### src/rtl/core/rtfp_pkg.sv
`timescale 1ns / 1ps
// ----------------------------------------------------------------------------
// rtfp_pkg
// Shared types, constants and helpers of the range text frame parser.
// ----------------------------------------------------------------------------
package rtfp_pkg;

    localparam int BYTE_W   = 8;
    localparam int DIST_W   = 15;
    localparam int OFFS_W   = 3;
    localparam int HIT_W    = 4;
    localparam int CFG_IDX_W = 2;
    localparam int CFG_DAT_W = 15;

    // register indexes of the configuration port
    localparam logic [CFG_IDX_W-1:0] CFG_START_CHAR = 2'd0;
    localparam logic [CFG_IDX_W-1:0] CFG_NEAR_THR   = 2'd1;
    localparam logic [CFG_IDX_W-1:0] CFG_HIT_TARGET = 2'd2;

    // reset values of the configuration registers
    localparam logic [BYTE_W-1:0] START_CHAR_RST = 8'h3A;
    localparam logic [DIST_W-1:0] NEAR_THR_RST   = 15'd20;
    localparam logic [HIT_W-1:0]  HIT_TARGET_RST = 4'd3;

    localparam logic [BYTE_W-1:0] CHAR_SPACE = 8'h20;
    localparam logic [BYTE_W-1:0] CHAR_LF    = 8'h0A;
    localparam logic [BYTE_W-1:0] DIGIT_BASE = 8'h30;

    localparam logic [OFFS_W-1:0] OFFS_HUNDREDS = 3'd3;
    localparam logic [OFFS_W-1:0] OFFS_TENS     = 3'd4;
    localparam logic [OFFS_W-1:0] OFFS_UNITS    = 3'd5;
    localparam logic [OFFS_W-1:0] OFFS_MAX      = 3'd7;

    localparam logic [DIST_W-1:0] DIST_MAX = 15'd28305;

    // command codes
    localparam logic CMD_BYTE  = 1'b0;
    localparam logic CMD_JUDGE = 1'b1;

    typedef struct packed {
        logic [DIST_W-1:0] distance;
        logic              done;
    } t_parse_res;

    // space reads as zero, anything else as byte minus '0' modulo 256
    function automatic logic [BYTE_W-1:0] digit_of(input logic [BYTE_W-1:0] b);
        logic [BYTE_W-1:0] d;
        d = b - DIGIT_BASE;
        if (b == CHAR_SPACE) begin
            d = '0;
        end
        return d;
    endfunction

endpackage

### src/rtl/core/rtfp_parse.sv
`timescale 1ns / 1ps
// ----------------------------------------------------------------------------
// rtfp_parse
// Frame state, digit registers and distance latch for received bytes.
// ----------------------------------------------------------------------------
module rtfp_parse
    import rtfp_pkg::*;
(
    input  logic              i_clk,
    input  logic              i_rst_n,
    input  logic              i_step,
    input  logic [BYTE_W-1:0] i_byte,
    input  logic [BYTE_W-1:0] i_start_char,
    output t_parse_res        o_res
);

    logic              r_in_frame, n_in_frame;
    logic [OFFS_W-1:0] r_offset, n_offset;
    logic [BYTE_W-1:0] r_hundreds, n_hundreds;
    logic [BYTE_W-1:0] r_tens, n_tens;
    logic [BYTE_W-1:0] r_units, n_units;
    logic [DIST_W-1:0] r_last_dist;
    logic              done;
    logic [BYTE_W-1:0] digit;
    logic [DIST_W-1:0] sum;

    assign digit = digit_of(i_byte);

    // uses the digits as they stand after this byte
    assign sum = DIST_W'(n_hundreds) * DIST_W'(100)
               + DIST_W'(n_tens) * DIST_W'(10)
               + DIST_W'(n_units);

    always_comb begin
        n_in_frame  = r_in_frame;
        n_offset    = r_offset;
        n_hundreds  = r_hundreds;
        n_tens      = r_tens;
        n_units     = r_units;
        if (i_byte == i_start_char) begin
            n_in_frame = 1'b1;
            n_offset   = '0;
            n_hundreds = '0;
            n_tens     = '0;
            n_units    = '0;
        end else if (r_in_frame && (r_offset != OFFS_MAX)) begin
            n_offset = r_offset + 1'b1;
        end
        if (n_in_frame) begin
            if (n_offset == OFFS_HUNDREDS) begin
                n_hundreds = digit;
            end else if (n_offset == OFFS_TENS) begin
                n_tens = digit;
            end else if (n_offset == OFFS_UNITS) begin
                n_units = digit;
            end
        end
    end

    // close on line feed; split out so the sum sees the updated digits
    logic              c_in_frame;
    logic [OFFS_W-1:0] c_offset;
    always_comb begin
        c_in_frame = n_in_frame;
        c_offset   = n_offset;
        done       = 1'b0;
        if (i_step && n_in_frame && (i_byte == CHAR_LF)) begin
            c_in_frame  = 1'b0;
            c_offset    = '0;
            done        = 1'b1;
        end
    end

    logic [DIST_W-1:0] n_last_dist_sel;
    assign n_last_dist_sel = done ? sum : r_last_dist;

    always_ff @(posedge i_clk) begin
        if (!i_rst_n) begin
            r_in_frame  <= 1'b0;
            r_offset    <= '0;
            r_hundreds  <= '0;
            r_tens      <= '0;
            r_units     <= '0;
            r_last_dist <= '0;
        end else if (i_step) begin
            r_in_frame  <= c_in_frame;
            r_offset    <= c_offset;
            r_hundreds  <= n_hundreds;
            r_tens      <= n_tens;
            r_units     <= n_units;
            r_last_dist <= n_last_dist_sel;
        end
    end

    assign o_res.distance = n_last_dist_sel;
    assign o_res.done     = done;

endmodule

### src/rtl/core/rtfp_judge.sv
`timescale 1ns / 1ps
// ----------------------------------------------------------------------------
// rtfp_judge
// Counts consecutive near judgements and flags near on reaching the target.
// ----------------------------------------------------------------------------
module rtfp_judge
    import rtfp_pkg::*;
(
    input  logic              i_clk,
    input  logic              i_rst_n,
    input  logic              i_step,
    input  logic [DIST_W-1:0] i_distance,
    input  logic [DIST_W-1:0] i_near_thr,
    input  logic [HIT_W-1:0]  i_hit_target,
    output logic              o_near
);

    logic [HIT_W-1:0] r_hit_count, n_hit_count;
    logic [HIT_W-1:0] inc;

    assign inc = r_hit_count + 1'b1;

    always_comb begin
        n_hit_count = '0;
        o_near      = 1'b0;
        if (i_distance <= i_near_thr) begin
            n_hit_count = inc;
            if (inc >= i_hit_target) begin
                n_hit_count = '0;
                o_near      = 1'b1;
            end
        end
    end

    always_ff @(posedge i_clk) begin
        if (!i_rst_n) begin
            r_hit_count <= '0;
        end else if (i_step) begin
            r_hit_count <= n_hit_count;
        end
    end

endmodule

### src/rtl/core/range_text_frame_parser.sv
`timescale 1ns / 1ps
// ----------------------------------------------------------------------------
// range_text_frame_parser
// Parses a range sensor's text frames into a distance and judges nearness.
// ----------------------------------------------------------------------------
//  channel   direction  handshake              payload
//  in        sink       i_in_valid/o_in_stall  i_command, i_byte_value
//  out       source     o_out_valid/i_out_stall o_distance_out, o_frame_done, o_near
//  cfg       sink       i_cfg_we               i_cfg_index, i_cfg_data
//
//  one item per cycle sustained while the output is not stalled; each result
//  passes through the input register, then the result register, after its
//  item is accepted.
//  synchronous active-low reset clears frame state, digits, distance, hit
//  count and both valid flags, and loads the config registers' reset values.
//  a stalled result holds the result register; the input register still
//  takes one more item, after which o_in_stall rises.
// ----------------------------------------------------------------------------
module range_text_frame_parser
    import rtfp_pkg::*;
(
    input  logic                 i_clk,
    input  logic                 i_rst_n,
    input  logic                 i_in_valid,
    output logic                 o_in_stall,
    input  logic                 i_command,
    input  logic [BYTE_W-1:0]    i_byte_value,
    output logic                 o_out_valid,
    input  logic                 i_out_stall,
    output logic [DIST_W-1:0]    o_distance_out,
    output logic                 o_frame_done,
    output logic                 o_near,
    input  logic                 i_cfg_we,
    input  logic [CFG_IDX_W-1:0] i_cfg_index,
    input  logic [CFG_DAT_W-1:0] i_cfg_data
);

    logic [BYTE_W-1:0] r_start_char;
    logic [DIST_W-1:0] r_near_thr;
    logic [HIT_W-1:0]  r_hit_target;

    logic              r_in_valid;
    logic              r_in_cmd;
    logic [BYTE_W-1:0] r_in_byte;
    logic              r_out_valid;
    logic [DIST_W-1:0] r_out_dist;
    logic              r_out_done;
    logic              r_out_near;

    logic       out_free;
    logic       adv;
    logic       in_acc;
    t_parse_res parse_res;
    logic       judge_near;

    assign out_free   = !r_out_valid || !i_out_stall;
    assign adv        = r_in_valid && out_free;
    assign o_in_stall = r_in_valid && !out_free;
    assign in_acc     = i_in_valid && !o_in_stall;

    always_ff @(posedge i_clk) begin
        if (!i_rst_n) begin
            r_start_char <= START_CHAR_RST;
            r_near_thr   <= NEAR_THR_RST;
            r_hit_target <= HIT_TARGET_RST;
        end else if (i_cfg_we) begin
            unique case (i_cfg_index)
                CFG_START_CHAR: r_start_char <= i_cfg_data[BYTE_W-1:0];
                CFG_NEAR_THR:   r_near_thr   <= i_cfg_data[DIST_W-1:0];
                CFG_HIT_TARGET: r_hit_target <= i_cfg_data[HIT_W-1:0];
                default:        ;
            endcase
        end
    end

    always_ff @(posedge i_clk) begin
        if (!i_rst_n) begin
            r_in_valid  <= 1'b0;
            r_out_valid <= 1'b0;
        end else begin
            if (in_acc) begin
                r_in_valid <= 1'b1;
            end else if (adv) begin
                r_in_valid <= 1'b0;
            end
            if (adv) begin
                r_out_valid <= 1'b1;
            end else if (!i_out_stall) begin
                r_out_valid <= 1'b0;
            end
        end
    end

    always_ff @(posedge i_clk) begin
        if (in_acc) begin
            r_in_cmd  <= i_command;
            r_in_byte <= i_byte_value;
        end
    end

    rtfp_parse u_parse (
        .i_clk        (i_clk),
        .i_rst_n      (i_rst_n),
        .i_step       (adv && (r_in_cmd == CMD_BYTE)),
        .i_byte       (r_in_byte),
        .i_start_char (r_start_char),
        .o_res        (parse_res)
    );

    // judge sees the latched distance, which a judge item never changes
    rtfp_judge u_judge (
        .i_clk        (i_clk),
        .i_rst_n      (i_rst_n),
        .i_step       (adv && (r_in_cmd == CMD_JUDGE)),
        .i_distance   (parse_res.distance),
        .i_near_thr   (r_near_thr),
        .i_hit_target (r_hit_target),
        .o_near       (judge_near)
    );

    always_ff @(posedge i_clk) begin
        if (adv) begin
            r_out_dist <= parse_res.distance;
            r_out_done <= (r_in_cmd == CMD_BYTE) && parse_res.done;
            r_out_near <= (r_in_cmd == CMD_JUDGE) && judge_near;
        end
    end

    assign o_out_valid    = r_out_valid;
    assign o_distance_out = r_out_dist;
    assign o_frame_done   = r_out_done;
    assign o_near         = r_out_near;

    a_no_done_and_near: assert property (@(posedge i_clk) disable iff (!i_rst_n)
        o_out_valid |-> !(o_frame_done && o_near))
        else $error("frame_done and near raised together");

    a_adv_fills_out: assert property (@(posedge i_clk) disable iff (!i_rst_n)
        adv |=> o_out_valid)
        else $error("advanced item did not reach the result register");

    a_held_item_kept: assert property (@(posedge i_clk) disable iff (!i_rst_n)
        (r_in_valid && !adv) |=> r_in_valid)
        else $error("held input item lost");

    a_dist_range: assert property (@(posedge i_clk) disable iff (!i_rst_n)
        o_out_valid |-> (o_distance_out <= DIST_MAX))
        else $error("distance out of range");

endmodule

### config.mk
export PLATFORM = sky130hd
export DESIGN_NAME = range_text_frame_parser
export DESIGN_NICKNAME = d
export VERILOG_FILES = /design/src/rtl/core/rtfp_pkg.sv /design/src/rtl/core/rtfp_parse.sv /design/src/rtl/core/rtfp_judge.sv /design/src/rtl/core/range_text_frame_parser.sv
export SDC_FILE = /design/constraint.sdc
export NUM_CORES = 1
export LEC_CHECK = 0
export ABC_AREA = 1
export BUFFER_PORTS_ARGS = -buffer_cell sky130_fd_sc_hd__clkbuf_2
export CAP_MARGIN = 10
export CORE_ASPECT_RATIO = 0.75
export CORE_UTILIZATION = 31
export CTS_BUF_LIST = sky130_fd_sc_hd__clkbuf_8
export CTS_CLUSTER_DIAMETER = 30
export DETAILED_ROUTE_END_ITERATION = 16
export GPL_TIMING_DRIVEN = 0
export HOLD_SLACK_MARGIN = 0.03
export PLACE_DENSITY_LB_ADDON = 0.2
export SYNTH_ARGS = -nofsm -noshare
export SYNTH_HDL_FRONTEND = slang
export SYNTH_HIERARCHICAL = 1
export SYNTH_SLANG_ARGS = --single-unit
### constraint.sdc
create_clock -name i_clk -period 12.5 [get_ports i_clk]
set_input_delay 2.5 -clock i_clk [delete_from_list [all_inputs] [get_ports i_clk]]
set_output_delay 2.5 -clock i_clk [all_outputs]
set_load 0.01 [all_outputs]
**After elaboration in Yosys (flattened, before gate mapping)**

Index checks and enable logic that the tools add are counted.

- Add/sub/neg operators: 5
- Multipliers: 2
- Divide/modulo/power cells: 0
- $lt $le $gt $ge: 2
- Equality and inequality tests: 10
- Shifts and indexed selects: 0
- Mux-type cells: 28
- Bitwise logic cells: 1
- Reduce and logical (&&, ||, !) cells: 20

Operators with widths:

| kind | number |
|---|---|
| 2-to-1 mux 8 bit | 13 |
| adder 15 x 12 -> 15 bit | 1 |
| adder 15 x 8 -> 15 bit | 1 |
| <= comparator 15 bit | 1 |
| 2-to-1 mux 15 bit | 1 |
| multiplier 8 x 5 -> 13 bit (second input constant) | 1 |
| multiplier 8 x 3 -> 11 bit (second input constant) | 1 |
| logical AND 1 bit | 10 |
| 2-to-1 mux 1 bit | 9 |
| 2-to-1 mux 3 bit | 3 |
| equality test 8 x 4 -> 1 bit (second input constant) | 1 |
| equality test 8 x 6 -> 1 bit (second input constant) | 1 |
| equality test 8 bit | 1 |
| 2-to-1 mux 4 bit | 2 |
| subtractor 8 x 6 -> 8 bit (second input constant) | 1 |
| equality test 3 bit (second input constant) | 2 |
| AND reduction 2 bit | 3 |
| adder 4 x 1 -> 4 bit (second input constant) | 1 |
| greater-or-equal comparator 4 bit | 1 |
| zero test 1 bit | 4 |
| adder 3 x 1 -> 3 bit (second input constant) | 1 |
| equality test 3 x 2 -> 1 bit (second input constant) | 1 |
| inequality test 3 bit (second input constant) | 1 |
| equality test 2 x 1 -> 1 bit (second input constant) | 1 |
| 6 further kinds | 6 |

- Flip-flop bits (word level): 102
- Latch bits: 0
- Memory bits (writable): 0
- ROM bits: 0
- Output and inout bits: 19
- Memories: 0

**Logic depth before layout (Yosys ltp)**

Gate-level depths: netlist of the first run.

- Word-level depth: 15
- Depth in mapped cells: 43

**Hierarchy**

The synthesis of the first run kept the hierarchy.

Modules (own cells, without submodules):

| module | instances | cells each | area an instance (µm²) |
|---|---|---|---|
| rtfp_parse | 1 | 629 | 4,294.1 |
| range_text_frame_parser | 1 | 207 | 2,008.2 |
| rtfp_judge | 1 | 119 | 769.5 |

**Worst setup path before layout of the first run**

No wires, ideal clock.

- Path type: register to register
- Start: register u_parse.r_offset[0]
- End: register r_out_near (netlist: o_near), data pin
- Library setup time: 0.250 ns
- Arrival: 5.956 ns
- Slack: 6.295 ns
- Stages on the path, launching flop included: 39
- Period minus slack after synthesis: 6.205 ns
- Path through: dfxtp_1 -> ha_1 -> ha_1 -> inv_1 -> nand2_2 -> nand2_1 -> nand2_2 -> nor3_4 -> nand3_4 -> buf_6 -> o21ai_0 -> ha_1 -> ha_1 -> fa_1 -> ha_1 -> or2_2 -> nand2_1 -> xnor2_1 -> [3 not listed] -> inv_1 -> a21oi_1 -> nand2_1 -> nand2_1 -> nand2_1 -> xor2_1 -> o21ai_0 -> inv_1 -> ha_1 -> nand2_2 -> nor2_4 -> inv_2 -> nor2_4 -> nand2_1 -> nand2_1 -> a21boi_0 -> nand2_1 -> inv_1

RTL lines:

| item | line | text |
|---|---|---|
| from (decl) | rtfp_parse.sv:18 | `logic [OFFS_W-1:0] r_offset, n_offset;` |
| from (signal assigned) | rtfp_parse.sv:87 | `r_offset <= c_offset;` |
| to (signal assigned) | range_text_frame_parser.sv:125 | `r_out_near <= (r_in_cmd == CMD_JUDGE) && judge_near;` |
| to (decl) | range_text_frame_parser.sv:48 | `logic r_out_near;` |

==> results of run 1 <==
-- stage by stage --
| stage | hold WS (ns) | cells |
|---|---|---|
| 2_1_floorplan | 0.429 | 955 |
| 3_3_place_gp | 0.441 | 1297 |
| 3_5_place_dp | 0.461 | 1297 |
| 4_1_cts | 0.481 | 1313 |
| 5_1_grt | 0.500 | 1313 |
| 6_report | 0.479 | 1313 |
-- Yosys cell counts, drive strengths merged --
| cell | n |
|---|---|
| o21bai | 3 |
| a211oi | 1 |
| a21oi | 42 |
| inv | 185 |
| xnor2 | 17 |
| nor2 | 122 |
| or2 | 2 |
| nand3 | 61 |
| and2 | 3 |
| a31oi | 2 |
| ha | 81 |
| nand3b | 2 |
| a21o | 2 |
| fa | 11 |
| xor2 | 15 |
| o211ai | 3 |
| clkbuf | 10 |
| nor3 | 2 |
| nand2 | 196 |
| nor2b | 1 |
| o21ai | 48 |
| o21a | 1 |
| nand4 | 23 |
| a21boi | 1 |
| dfxtp | 76 |
| buf | 19 |
| edfxtp | 26 |
-- final cells by class --
class	count	area, µm²
flip-flops and latches	102	2300
well taps	294	368
multi-input cells	639	3900
plain buffers	29	176
inverters	185	694
clock inverters	6	31.3
fillers	2397	14400
repair buffers	48	240
clock buffers	10	138
-- power breakdown --
group | total [mW] | internal [mW] | switching [mW] | leakage (nW)
Clock | 0.193 | 0.0761 | 0.117 | 0.100
Combinational | 0.141 | 0.0531 | 0.0883 | 3.28
Sequential | 0.360 | 0.351 | 0.00827 | 0.869
-- path summary, 6_finish.rpt --
| path | to | slack, ns | cells after the start | start |
|---|---|---|---|---|
| worst max-delay path | o_near$_DFFE_PP_ | 5.22 | 38 | u_parse/r_offset[0]$_SDFFE_PN0P_ |
| worst min-delay path | u_parse/r_last_dist[0]$_SDFFE_PN0P_ | 0.48 | 2 | u_parse/r_last_dist[0]$_SDFFE_PN0P_ |
| worst max register to register | o_near$_DFFE_PP_ | 5.22 | 38 | u_parse/r_offset[0]$_SDFFE_PN0P_ |
| worst min register to register | u_parse/r_last_dist[0]$_SDFFE_PN0P_ | 0.48 | 2 | u_parse/r_last_dist[0]$_SDFFE_PN0P_ |
-- registers in the layout (all words and copies together) (netlist names), 4 cells and up --
signal,cells
o_distance_out,15
r_near_thr,15
u_parse/r_last_dist,15
r_in_byte,8
r_start_char,8
u_parse/r_hundreds,8
u_parse/r_tens,8
u_parse/r_units,8
r_hit_target,4
u_judge/r_hit_count,4
-- per-layer routing --
layer  vias up  global-route usage  share of wire
li1       3131                   -              -
met1      2614               0.237           0.56
met2       104               0.219           0.38
met3        18              0.0328          0.046
met4         0              0.0350          0.011
met5         -                   0              0
-- cells in the final DEF (no fill, tap or decap), drive strengths merged --
cell type    n
or2          2
nand2      196
o21a         1
xor2        15
a31oi        2
nor2b        1
and2         3
a21o         2
nand3       61
nor3         2
inv        189
nand3b       2
nor2       122
clkinv       2
xnor2       17
a211oi       1
ha          81
nand4       23
clkbuf      68
edfxtp      26
dfxtp       76
o211ai       3
o21bai       3
fa          11
a21oi       42
a21boi       1
buf         19
o21ai       48
-- kinds of logic (layout without fill, tap and decap cells) --
| logic type | Yosys count | after routing |
|---|---|---|
| fa+ha+maj | 92 | 92 |
| flops | 102 | 102 |
| buf+inv | 214 | 278 |
| simple gates | 412 | 412 |
| compound gates | 103 | 103 |
| xor+xnor | 32 | 32 |
-- worst register-to-register path, delay by kind of cell, from the launching register on --
family,cells,cell delay (ns)
compound gates,5,1.41
xor+xnor,2,0.26
fa+ha+maj,9,2.80
buf+inv,5,0.47
flops,1,0.35
simple gates,17,1.84
==> flow_metrics.tcl, run 1 <==
set metrics [dict create \
    worst_slew_pin_slew_ns 0.800 \
    post-route-util 0.353 \
    routed_wl_mm 17.1 \
    crit_path_frequent_cell "nand2_1" \
    cts_resized 0 \
    dp_slack_ns 5.30 \
    num_vias 5867 \
    final_cell_area_um2 7850 \
    die_area_um2 23400 \
    grtUsageTotal 0.155 \
    wire_per_inst_um 13.0 \
    port_buffers 48 \
    synth_compound_area_frac 0.0798 \
    grt_pass1_wl_mm 28.4 \
    synth_top_family_by_area "simple AND/OR/NAND/NOR gates" \
    io_pins 50 \
    totalPowerFinal_mw 0.694 \
    slew_headroom 0.461 \
    cts.htree.levels 3 \
    cts.clk_slew.worst_paths_ns 0.11 \
    first_global_vias 5634 \
    cap_violations 0 \
    synth-warning-count 6 \
    drt-initial-drc-count 351 \
    ant_nets 0 \
    synth_xor_area_frac 0.0396 \
    synth_seq_cells 102 \
    maxSlewViolCount 0 \
    place_congestion 0.794 \
    leakage_nw 4.25 \
    vias_per_cell 4.47 \
    grt_max_degree 18 \
    peakVddDrop_mv 0.0642 \
    finalHoldViolations 0 \
    synth.distinct_cells 38 \
    synth_fa_ha_area_frac 0.174 \
    setup-tns-final_ns 0 \
    fin_ws_ns 5.22 \
    worst_path_largest_cell_delay_ns 0.62 \
    drive_gt1_frac 0.105 \
    ys_seq_area_frac 0.326 \
    synthSimpleGateAreaFrac 0.257 \
    netlist_area_um2 7070 \
    cts_root_buf "clkbuf_8" \
    cts_setup_buffers 0 \
    diodes 0 \
    critPathLaunchType "flip-flop" \
    arrival_ns 7.54 \
    synth_fp_nets 1078 \
    crit_buf_inv 5 \
    fin_nets 1137 \
    cts_tree "done" \
    hold_buffers 0 \
    holdCritPathClass "flip-flop to flip-flop" \
    synth_largest_area_cell "dfxtp_1" \
    grt-ovfl-total 0 \
    finalSetupViolations 0 \
    critPathMaxFanout 10 \
    die_x_um 176 \
    core_area_um2 22200 \
    die_h_um 133 \
    status "completed" \
    fp-row-count 47 \
    fmaxAchievable_mhz 137 \
    antenna_found_initial 0 \
    p_per_area_nw_per_um2 88.4 \
    critPathKind "flip-flop to flip-flop" \
    end_kind "flip-flop" \
    crit_family "adder cells" \
    cts_buffer_depth 2 \
    syn_to_final_growth_pct 11.0 \
    initial_core_util 0.318 \
    post_dp_cell_area_um2 7680 \
    numClockSinks 102 \
    fin_worst_skew_ns 0.0185 \
    synth_top_area_share 0.215 \
    cts_buffers 9 \
    postSynthCellCount 955 \
    grt_setup_unrepaired "no" \
    drc_errors 0 \
    ys_top_cells_by_area "dfxtp_1 (22%), ha_1 (14%), edfxtp_1 (11%)" \
    place_hpwl_mm 13.7 \
    drt-pass1-iter-count 5 \
    clk_latency_ns 0.39 \
    muxShareOfSynthArea 0 \
    avgSynthCellArea_um2 7.41 \
    critPathSlowestCell "o21ai_0" \
    worstPathRequired_ns 12.76 \
    period_minus_slack_ns 7.28 \
    layout_worst_path_cycle_share 0.583 \
]
Note: power is estimated with default switching activity, not from simulation.
==> run 2, diff against run 1 <==
Settings changed: ABC_AREA 1 to 0.
Clock period 12.5 ns to 7 ns, I/O delays scaled along.
==> flow_metrics.tcl, run 2 <==
set metrics [dict create \
    reg_top3 "o_distance_out x15, r_near_thr x15, u_parse/r_last_dist x15" \
    seqCellArea_um2 2310 \
    end_kind "flip-flop" \
    place_hpwl_mm 12.9 \
    wire_per_inst_um 15.2 \
    grt_pass1_wl_mm 25.7 \
    multi_input_area_um2 4200 \
    clk_latency_ns 0.38 \
    fp-row-count 46 \
    die_x_um 172 \
    p_per_area_nw_per_um2 139 \
    ys_top_cells_by_area "dfxtp_1 (23%), ha_1 (15%), edfxtp_1 (12%)" \
    finalHoldViolations 0 \
    grt_max_degree 20 \
    postSynthCellCount 708 \
    mostFrequentLayoutCells "dfxtp_1 (74), ha_1 (74), nand2_1 (69)" \
    vias_per_cell 4.69 \
    muxShareOfSynthArea 0.0709 \
    maxSlewViolCount 0 \
    synth-warning-count 6 \
    crit_path_frequent_cell "ha_1" \
    critPathMaxFanout 10 \
    slew_headroom 0.493 \
    timing.hold.ws_ns 0.464 \
    cts_tree "done" \
    synth.most_common_cell "ha_1" \
    numClockSinks 102 \
    synth_largest_area_cell "dfxtp_1" \
    layout_worst_path_cycle_share 0.966 \
    synth_top_family_by_area "adder cells" \
    avgSynthCellArea_um2 9.50 \
    cts_buffers 9 \
    status "completed" \
    r2r_start "u_parse/r_offset[0]$_SDFFE_PN0P_" \
    critPathKind "flip-flop to flip-flop" \
    synth_flop_cell "dfxtp_1" \
    synth_fa_ha_area_frac 0.183 \
    critPathLaunchType "flip-flop" \
    min_delay_path_depth 2 \
    fmaxAchievable_mhz 148 \
    period_minus_slack_ns 6.76 \
    cts_root_buf "clkbuf_8" \
    antenna_found_initial 0 \
    drc_errors 0 \
    synth_edf_count 26 \
    rr_worst_depth 29 \
    diodes 0 \
    hold_buffers 0 \
    port_buffers 47 \
    fillerInstances 2259 \
    initial_core_util 0.318 \
    syn_to_final_growth_pct 15.3 \
    synth.cells.most_frequent "ha_1 (81), dfxtp_1 (76), nand2_1 (69), inv_1 (64), nor2b_1 (43)" \
    leakage_nw 3.44 \
    cts.clk_slew.worst_paths_ns 0.10 \
    drt-pass1-iter-count 5 \
    synth_top_area_share 0.226 \
    synth.distinct_cells 67 \
    r2r_end "o_near$_DFFE_PP_" \
    first_global_vias 4654 \
    fin_worst_skew_ns 0.0184 \
    async_reset_ff_frac 0 \
    arrival_ns 6.90 \
    worst_slew_pin_slew_ns 0.759 \
    critPathSlowestCell "fa_1" \
    routed_wl_mm 16.3 \
    grtUsageTotal 0.151 \
    num_vias 5002 \
    grt-ovfl-total 0 \
    cts.htree.levels 3 \
    core_area_um2 21200 \
    post-route-util 0.366 \
    ant_nets 0 \
    drive_gt1_frac 0.191 \
    synth_compound_area_frac 0.126 \
    fin_nets 897 \
    rrSetupSlack_ns 0.24 \
    netlist_area_um2 6730 \
    holdCritPathClass "flip-flop to flip-flop" \
    synth_xor_area_frac 0.0430 \
    min_from "u_judge/r_hit_count[3]$_SDFFE_PN0P_" \
    finalSetupViolations 0 \
    synth_fp_nets 831 \
    worst_path_largest_cell_delay_ns 0.55 \
    cts_buffer_depth 2 \
    cap_violations 0 \
    die_h_um 130 \
    hold_path_end "u_judge/r_hit_count[3]$_SDFFE_PN0P_" \
    io_pins 50 \
    drt-initial-drc-count 428 \
    ys_seq_area_frac 0.342 \
    synth_seq_cells 102 \
    peakVddDrop_mv 0.0817 \
    worstPathRequired_ns 7.13 \
    place_congestion 0.785 \
    synthSimpleGateAreaFrac 0.177 \
    die_area_um2 22300 \
]
## run 2: what timing repair did
item	4_1_cts	5_1_grt
setup buffers	4	4
pin swaps	4	8
resized for setup	14	24
endpoints found under the hold margin	0	0
setup endpoints to repair	5	5
## run 2: routing by layer
metal | global-route usage | share of wire | wire, µm | vias up
li1 | - | - | - | 2594
met1 | 0.254 | 0.58 | 9460 | 2309
met2 | 0.194 | 0.37 | 6090 | 89
met3 | 0.0250 | 0.039 | 629 | 10
met4 | 0.0250 | 0.0057 | 93 | 0
met5 | 0 | 0 | 0 | -
## run 2: logic make-up after synthesis
| kind of cell | count (synthesis) |
|---|---|
| and+or+nand+nor | 216 |
| AOI/OAI and AO/OA | 127 |
| DFF | 102 |
| adders and majority gates | 92 |
| buffers and inverters | 91 |
| muxes | 47 |
| xor gates and xnor gates | 33 |
## run 2: area by class of cell
cell class,count,share of cell area
Clock inverter,7,0.00742
Multi-Input combinational cell,515,0.542
Buffer,26,0.0199
Tap cell,288,0.0465
Clock buffer,9,0.0160
Sequential cell,102,0.298
Timing Repair Buffer,56,0.0400
Inverter,64,0.0310
## run 2: how the worst max path moves through the flow
stage                                          start                to  cells after the start
floorplan           u_parse/r_offset[0]$_SDFFE_PN0P_  o_near$_DFFE_PP_                     31
CTS                 u_parse/r_offset[0]$_SDFFE_PN0P_  o_near$_DFFE_PP_                     31
global route        u_parse/r_offset[0]$_SDFFE_PN0P_  o_near$_DFFE_PP_                     29
global placement              r_in_byte[0]$_DFFE_PP_  o_near$_DFFE_PP_                     30
finish              u_parse/r_offset[0]$_SDFFE_PN0P_  o_near$_DFFE_PP_                     29
detailed placement            r_in_byte[0]$_DFFE_PP_  o_near$_DFFE_PP_                     30
## run 2: metrics by stage
stage          cells  setup slack, ns  area, µm²  power (mW)  setup TNS (ns)
6_report        1067            0.235       7750        1.08               0
4_1_cts         1063           0.0164       7600        1.10               0
3_5_place_dp    1044           -0.689       7340       0.730           -2.37
2_1_floorplan    708            0.503       6730       0.694               0
3_3_place_gp    1043           -0.740       7320       0.730           -2.68
5_1_grt         1067          -0.0298       7750        1.13         -0.0298
## run 2: critical path: cells and delay by family, from the launching register on
kind	cells	cell delay, ns
adders and majority gates	9	2.95
muxes	1	0.16
buffers and inverters	4	0.39
and+or+nand+nor	6	1.00
DFF	1	0.38
xor gates and xnor gates	1	0.26
AOI/OAI and AO/OA	8	1.37
## run 2: power by group
group          internal [mW]  switching [mW]
Combinational         0.0387          0.0546
Clock                  0.134           0.228
Sequential             0.617         0.00879
